--- config.mk ---
export PLATFORM = sky130hd
export DESIGN_NAME = bcpm_ctrl
export DESIGN_NICKNAME = d
export VERILOG_FILES = /design/src/bcpm_pkg.sv /design/src/bcpm_ctrl.sv
export SDC_FILE = /design/constraint.sdc
export NUM_CORES = 1
export LEC_CHECK = 0
export ABC_AREA = 1
export BUFFER_PORTS_ARGS = -buffer_cell sky130_fd_sc_hd__buf_2
export CORE_MARGIN = 3
export CORE_UTILIZATION = 56
export CTS_CLUSTER_DIAMETER = 50
export DETAILED_ROUTE_END_ITERATION = 7
export GPL_TIMING_DRIVEN = 0
export MAX_ROUTING_LAYER = met4
export PLACE_DENSITY = 0.87
export SETUP_SLACK_MARGIN = 0.3
export SLEW_MARGIN = 20
export SYNTH_ARGS = -nofsm -noshare
export SYNTH_HDL_FRONTEND = slang
export SYNTH_SLANG_ARGS = --single-unit
--- constraint.sdc ---
create_clock -name i_clk -period 2.5 [get_ports i_clk]
set_input_delay 0.125 -clock i_clk [delete_from_list [all_inputs] [get_ports i_clk]]
set_output_delay 0.125 -clock i_clk [all_outputs]
set_load 0.005 [all_outputs]
--- src/bcpm_pkg.sv ---
package bcpm_pkg;

    localparam int SAMPLE_BITS   = 12;
    localparam int MAX_DEGREE    = 2;
    localparam int MAX_PAIRS_DEF = 4096;

    localparam int DEV_W  = SAMPLE_BITS + 1;
    localparam int FAC_W  = 2 * SAMPLE_BITS;
    localparam int PROD_W = 2 * FAC_W;
    localparam int ACC_W  = 61;
    localparam int OUT_W  = 57;
    localparam int COV_W  = 58;
    localparam int TOT_W  = OUT_W + 2;
    localparam int DIVD_W = OUT_W + 16;
    localparam int DIVS_W = TOT_W;
    localparam int AF_W   = 16;
    localparam int AF_FRAC = 14;
    localparam int DEG_W  = 2;
    localparam int LO_W   = 29;
    localparam int CFG_IDX_W = 3;
    localparam int CFG_DAT_W = 16;

    localparam logic [ACC_W-1:0] ACC_MAX = '1;
    localparam logic [OUT_W-1:0] OUT_MAX = '1;

    localparam logic [CFG_IDX_W-1:0] CFG_THRESH_X   = 3'd0;
    localparam logic [CFG_IDX_W-1:0] CFG_THRESH_Y   = 3'd1;
    localparam logic [CFG_IDX_W-1:0] CFG_LOWER_DEG  = 3'd2;
    localparam logic [CFG_IDX_W-1:0] CFG_UPPER_DEG  = 3'd3;
    localparam logic [CFG_IDX_W-1:0] CFG_POP_EN     = 3'd4;
    localparam logic [CFG_IDX_W-1:0] CFG_ADJ_FACTOR = 3'd5;
    localparam logic [CFG_IDX_W-1:0] CFG_NORM_EN    = 3'd6;

    typedef struct packed {
        logic signed [SAMPLE_BITS-1:0] thresh_x;
        logic signed [SAMPLE_BITS-1:0] thresh_y;
        logic [DEG_W-1:0]              lower_degree;
        logic [DEG_W-1:0]              upper_degree;
        logic                          pop_en;
        logic [AF_W-1:0]               adjust_factor;
        logic                          norm_en;
    } t_cfg;

    typedef struct packed {
        logic       acc_en;
        logic       div_start;
        logic       div_norm;
        logic       mean_wb;
        logic       norm_wb;
        logic       adj_lo;
        logic       adj_hi;
        logic       cov_en;
        logic       zero_m;
        logic       load_out;
        logic [1:0] idx;
    } t_cmd;

    typedef struct packed {
        logic pipe_empty;
        logic div_done;
        logic div_busy;
        logic adj_on;
        logic norm_on;
        logic total_zero;
        logic out_free;
    } t_stat;

    function automatic logic [DEG_W-1:0] clamp_deg(input logic [DEG_W-1:0] deg);
        return (deg > DEG_W'(MAX_DEGREE)) ? DEG_W'(MAX_DEGREE) : deg;
    endfunction

    // d is the deviation toward the side; strict picks > over >= for the indicator
    function automatic logic [FAC_W-1:0] side_factor(input logic signed [DEV_W-1:0] d,
                                                     input logic [DEG_W-1:0] deg,
                                                     input logic strict);
        logic [SAMPLE_BITS-1:0] mag;
        logic [FAC_W-1:0]       r;
        mag = d[SAMPLE_BITS-1:0];
        if (deg == '0) begin
            r = (strict ? (d > 0) : (d >= 0)) ? FAC_W'(1) : '0;
        end else if (d <= 0) begin
            r = '0;
        end else if (deg == DEG_W'(1)) begin
            r = FAC_W'(mag);
        end else begin
            r = FAC_W'(mag) * FAC_W'(mag);
        end
        return r;
    endfunction

endpackage

--- src/bcpm_ctrl.sv ---
module bcpm_ctrl (
    input  logic            i_clk,
    input  logic            i_rst_n,
    input  logic            i_fire,
    input  logic            i_last,
    input  bcpm_pkg::t_stat i_stat,
    output bcpm_pkg::t_cmd  o_cmd
);
    typedef enum logic [9:0] {
        S_ACCUM     = 10'b0000000001,
        S_DRAIN     = 10'b0000000010,
        S_MEAN_GO   = 10'b0000000100,
        S_MEAN_WAIT = 10'b0000001000,
        S_ADJ_LO    = 10'b0000010000,
        S_ADJ_HI    = 10'b0000100000,
        S_COV       = 10'b0001000000,
        S_NORM_GO   = 10'b0010000000,
        S_NORM_WAIT = 10'b0100000000,
        S_DONE      = 10'b1000000000
    } t_state;

    t_state     r_state, n_state;
    logic [1:0] r_idx, n_idx;

    always_ff @(posedge i_clk) begin
        if (!i_rst_n) begin
            r_state <= S_ACCUM;
            r_idx   <= '0;
        end else begin
            r_state <= n_state;
            r_idx   <= n_idx;
        end
    end

    always_comb begin
        n_state = r_state;
        n_idx   = r_idx;
        o_cmd   = '0;
        o_cmd.idx = r_idx;
        unique case (r_state)
            S_ACCUM: begin
                o_cmd.acc_en = 1'b1;
                if (i_fire && i_last) begin
                    n_state = S_DRAIN;
                end
            end
            S_DRAIN: begin
                if (i_stat.pipe_empty) begin
                    n_state = S_MEAN_GO;
                    n_idx   = '0;
                end
            end
            S_MEAN_GO: begin
                o_cmd.div_start = 1'b1;
                n_state = S_MEAN_WAIT;
            end
            S_MEAN_WAIT: begin
                o_cmd.mean_wb = 1'b1;
                if (i_stat.div_done) begin
                    n_idx = r_idx + 1'b1;
                    if (r_idx != 2'd3) begin
                        n_state = S_MEAN_GO;
                    end else if (i_stat.adj_on) begin
                        n_state = S_ADJ_LO;
                    end else begin
                        n_state = S_COV;
                    end
                end
            end
            S_ADJ_LO: begin
                o_cmd.adj_lo = 1'b1;
                n_state = S_ADJ_HI;
            end
            S_ADJ_HI: begin
                o_cmd.adj_hi = 1'b1;
                n_idx   = r_idx + 1'b1;
                n_state = (r_idx == 2'd3) ? S_COV : S_ADJ_LO;
            end
            S_COV: begin
                o_cmd.cov_en = 1'b1;
                n_idx   = '0;
                n_state = i_stat.norm_on ? S_NORM_GO : S_DONE;
            end
            S_NORM_GO: begin
                o_cmd.div_norm = 1'b1;
                if (i_stat.total_zero) begin
                    o_cmd.zero_m = 1'b1;
                    n_state = S_DONE;
                end else begin
                    o_cmd.div_start = 1'b1;
                    n_state = S_NORM_WAIT;
                end
            end
            S_NORM_WAIT: begin
                o_cmd.norm_wb = 1'b1;
                if (i_stat.div_done) begin
                    n_idx   = r_idx + 1'b1;
                    n_state = (r_idx == 2'd3) ? S_DONE : S_NORM_GO;
                end
            end
            S_DONE: begin
                if (i_stat.out_free) begin
                    o_cmd.load_out = 1'b1;
                    n_idx   = '0;
                    n_state = S_ACCUM;
                end
            end
            default: begin
                n_state = S_ACCUM;
            end
        endcase
    end
endmodule

* Word level (Yosys, flattened, before mapping) *
Cells that the tools add are included.

word-level totals
  register bits after elaboration = 12
  output and inout port bits = 12

cells by class
  reduce and logical (&&, ||, !) cells = 5
  muxes and demuxes = 29
  add/subtract/negate cells = 1
  equality and inequality tests = 18

operators by type and width
  operator                                                                count
  10-bit one-hot mux with 10 select lines                                 1
  10-bit 2-to-1 mux                                                       9
  7-bit 2-to-1 mux                                                        2
  1-bit 2-to-1 mux                                                        12
  2-bit != test, second input constant                                    6
  10-bit by 1-bit equality test with 1-bit output, second input constant  1
  10-bit equality test, second input constant                             1
  10-bit by 2-bit equality test with 1-bit output, second input constant  1
  10-bit by 3-bit equality test with 1-bit output, second input constant  1
  10-bit by 4-bit equality test with 1-bit output, second input constant  1
  10-bit by 5-bit equality test with 1-bit output, second input constant  1
  10-bit by 6-bit equality test with 1-bit output, second input constant  1
  10-bit by 7-bit equality test with 1-bit output, second input constant  1
  10-bit by 8-bit equality test with 1-bit output, second input constant  1
  10-bit by 9-bit equality test with 1-bit output, second input constant  1
  2-bit one-hot mux with 5 select lines                                   1
  2-bit 2-to-1 mux                                                        3
  5-bit AND reduction                                                     1
  5-bit nonzero test                                                      1
  4-bit AND reduction                                                     1
  2-bit by 1-bit adder with 2-bit output, second input constant           1
  2-bit equality test, second input constant                              1
  2-bit by 1-bit != test with 1-bit output, second input constant         1
  1-bit one-hot mux with 2 select lines                                   1
  2 further kinds                                                         2

* Longest topological paths before layout *
  word-level depth = 4
  mapped depth = 12
  gate-level depth less buffers = 12

* Least setup slack after synthesis *
No wires, ideal clock.

  kind = reg2reg
  start point = register r_state[3]
  end point = register r_state[8]
  required time = 2.384 ns
  library setup time = 0.116 ns
  clock period less this slack = 1.312 ns
  path slack = 1.188 ns
  data arrival time = 1.196 ns
  cell stages (with the launch flop) = 12
  cells stage by stage = dfxtp_1 > nor2_4 > nand2_4 > nor2_4 > nand2_4 > nand2_4 > nand2_4 > nand2_4 > nor2_4 > clkinv_4 > nor2_2 > nor2_1

between the ends
  longest elaborated chain between the ends = 3
  elaborated cells between the ends (all ways) = 17
  those cells by class = 15 x eq/ne; 1 x mux; 1 x reduce/logical

ends and longest elaborated chain
  item                                                                     RTL line         source
  from (decl)                                                              bcpm_ctrl.sv:22  t_state r_state, n_state;
  from (signal assigned)                                                   bcpm_ctrl.sv:30  r_state <= n_state;
  10-bit by 1-bit equality test with 1-bit output (tied with other cells)  bcpm_ctrl.sv:40  unique case (r_state)
  2-bit != test (no line)                                                  --
  5-bit AND reduction (no line)                                            --

Parallel ways exist; a longest one is shown, timed or not.
A chain may end at the register's enable or synchronous reset.

==> flow_summary.ini <==
[routing]
via_count = 944
post_drt_wl_per_cell_microns = 11.6
first_iter_violations = 34
vias_per_cell = 5.19
route.antenna.remaining_nets = 0
detail_route.drc_violations = 0
drtPass1Iterations = 5
drt-total-wl_mm = 2.12

[worst_hold_path]
hold_path_class = in2reg
worstHoldPathCells = 2
critical_hold_path_startpoint = i_rst_n
min_to = r_state[0]$_SDFFE_PN1P_

[clocking]
root_buffer = sky130_fd_sc_hd__clkbuf_4
cts_hold_buf = 0
cts_htree_levels = 1
max-clock-path-buffers = 2
cts_repair_resize_count = 0
cts_tree = yes
clk_pin_slew_worst_paths_ns = 0.07
clock-sinks = 12
insertion_delay_ns = 0.28
numCtsBuffers = 3
post_cts_repair_setup_buffers = 0

[sta]
worst_hold_slack_ns = 0.0905
final_min_period_over_clock_period = 0.610
timing.final.hold_violations = 0
setup_viol = 0
fmaxAchievable_mhz = 656
timing_max_transition_violations_final = 0
period_needed_ns = 1.53
setup_total_neg_slack_ns = 0
rsz_0062_raised_after_global_routing = no
worst_slew_pin_slew_ns = 0.238
clock_skew_ns = 0.00966
relSlewSlack = 0.841

[placed_design]
globalplace.congestion = 0.916
buffer_ports.inserted = 21
place.detailed.hpwl_mm = 1.81

[run]
timing.max_cap.violations = 0

[worst_setup_path]
setup.worst_path.end_class = output pin
critical_path.max_fanout = 5
timing.critical_path.from_type = flip-flop
timing.reg2reg.worst_path_depth = 11
cp.required_ns = 2.38
r2r_start = r_state[3]$_SDFFE_PN0P_
critical_path_class = reg2out
cp.arrival_ns = 1.40
critical_path.reg2reg.endpoint = r_state[8]$_SDFFE_PN0P_
crit_start = r_state[3]$_SDFFE_PN0P_
regToRegSetupSlack_ns = 0.97

[floorplanning]
start_util = 0.617
std_cell_rows = 14
ioPinCount = 23
die_area_sq_um = 2250
chipHeight_microns = 47.5
core_area_sq_um = 1560
fp.dieW_microns = 47.5

[power]
vdd_drop_max_mv = 0.565
seq_power_share = 0.291
share_clk_of_total_power = 0.130
p_sw_frac = 0.497
p_leak_nw = 0.681
total_power_density_per_cell_area_nw_per_um2 = 816
power_switching_uw = 450
cellInternalPower_uw = 455
logic_pwr_share = 0.579

[synth]
synth-seq-cells = 12
netlist_instances = 142
synth.lib_cells_used.distinct = 23
post_synth.cell_area_avg_sq_um = 6.78
yosysWarnings = 0
synth_nets = 154
syn_area_sq_um = 962
synth_sequential_area_ratio = 0.250

[final_layout]
layout.nets = 180
nFillCells = 127
antenna-diode-count = 0
flow.area_growth_from_synthesis_pct = 15.3
drive_gt1_frac = 0.355
mostFrequentLayoutCell = sky130_fd_sc_hd__nand2_1
most-common-layout-cells = sky130_fd_sc_hd__nand2_1, sky130_fd_sc_hd__inv_1, sky130_fd_sc_hd__nor2_1

[global_route]
grt_overflow = 0
grt_start_max_net_pins = 9
grt.met1_usage = 0.271
grtUsageTotal = 0.238
grt_first_pass_wirelength_mm = 3.62
grt.busiest_layer = met2
grt_antenna_before_repair = 0
grtUsageMet2 = 0.412
grt_pass1_vias = 867
grtUsageMet3 = 0.0226

[outcome]
status = complete, no violations
[through the flow]
step           setup WS, ns  utilization  power [mW]  std cells  area (sq um)
2_1_floorplan          1.19            -       0.672        142           962
3_5_place_dp           1.02        0.697       0.787        179          1090
3_3_place_gp           1.06        0.697       0.763        179          1090
5_1_grt               0.847        0.712       0.982        182          1110
6_report              0.975        0.712       0.905        182          1110
4_1_cts               0.967        0.712       0.906        182          1110
[logic make-up after synthesis]
family | after synthesis | synth area share
and+or+nand+nor | 87 | 0.544
buffers and inverters | 30 | 0.122
adders and majority gates | 1 | 0.0130
DFF | 12 | 0.250
AOI/OAI and AO/OA | 12 | 0.0715
[power groups by stage]
stage	combinational (mW)	sequential, mW	clock (mW)
after detailed placement	0.519	0.268	0
after floorplan	0.410	0.263	0
after CTS	0.526	0.263	0.117
after global routing	0.588	0.268	0.127
after global placement	0.498	0.265	0
final	0.524	0.263	0.118
[state kept, by name (all words and copies together), names as in the netlist]
name     cells
r_idx        2
r_state     10
[cells in the mapped netlist]
master / instances / area, sq um
sky130_fd_sc_hd__a21oi_1: 3 / 15.0
sky130_fd_sc_hd__a21oi_2: 1 / 8.76
sky130_fd_sc_hd__and2_1: 1 / 6.26
sky130_fd_sc_hd__clkinv_4: 1 / 8.76
sky130_fd_sc_hd__dfxtp_1: 12 / 240
sky130_fd_sc_hd__ha_1: 1 / 12.5
sky130_fd_sc_hd__inv_1: 24 / 90.1
sky130_fd_sc_hd__inv_2: 5 / 18.8
sky130_fd_sc_hd__nand2_1: 26 / 97.6
sky130_fd_sc_hd__nand2_2: 2 / 12.5
sky130_fd_sc_hd__nand2_4: 7 / 78.8
sky130_fd_sc_hd__nand3_1: 7 / 35.0
sky130_fd_sc_hd__nand3_2: 3 / 30.0
sky130_fd_sc_hd__nand3b_1: 1 / 7.51
sky130_fd_sc_hd__nor2_1: 23 / 86.3
sky130_fd_sc_hd__nor2_2: 5 / 31.3
sky130_fd_sc_hd__nor2_4: 5 / 56.3
sky130_fd_sc_hd__nor3_2: 3 / 30.0
sky130_fd_sc_hd__nor3_4: 2 / 32.5
sky130_fd_sc_hd__nor3b_2: 1 / 12.5
sky130_fd_sc_hd__o211a_1: 1 / 10.0
sky130_fd_sc_hd__o21ai_0: 7 / 35.0
sky130_fd_sc_hd__or2_1: 1 / 6.26
[how the worst max path moves through the flow]
stage / to / slack [ns] / cells after the start
floorplan: r_state[8]$_SDFFE_PN0P_ / 1.19 / 11
global placement: r_state[8]$_SDFFE_PN0P_ / 1.06 / 11
detailed placement: r_state[8]$_SDFFE_PN0P_ / 1.02 / 11
CTS: o_cmd[10] / 0.97 / 6
global route: o_cmd[10] / 0.85 / 6
finish: o_cmd[3] / 0.97 / 6
[cell type report]
class                           instances  area [sq um]  area share
Sequential cell                        12           240       0.216
Multi-Input combinational cell        100           604       0.545
Tap cell                               16          20.0      0.0180
Clock buffer                            3          22.5      0.0203
Timing Repair Buffer                   21           105      0.0947
Inverter                               30           118       0.106
[worst max-delay path, cell delays in order (launching register included)]
cell and delay, ns:
sky130_fd_sc_hd__dfxtp_1 0.36, sky130_fd_sc_hd__nor2_4 0.13, sky130_fd_sc_hd__nand2_4 0.10, sky130_fd_sc_hd__inv_1 0.10
sky130_fd_sc_hd__nand3_2 0.13, sky130_fd_sc_hd__nor2_1 0.17, sky130_fd_sc_hd__buf_2 0.14
[routing by layer]
| metal | vias to the layer above | part of all wire |
|---|---|---|
| met5 | - | 0 |
| met4 | 0 | 0.018 |
| met3 | 5 | 0.058 |
| met2 | 36 | 0.53 |
| met1 | 424 | 0.39 |
| li1 | 479 | - |
(Power assumes the default switching activity.)
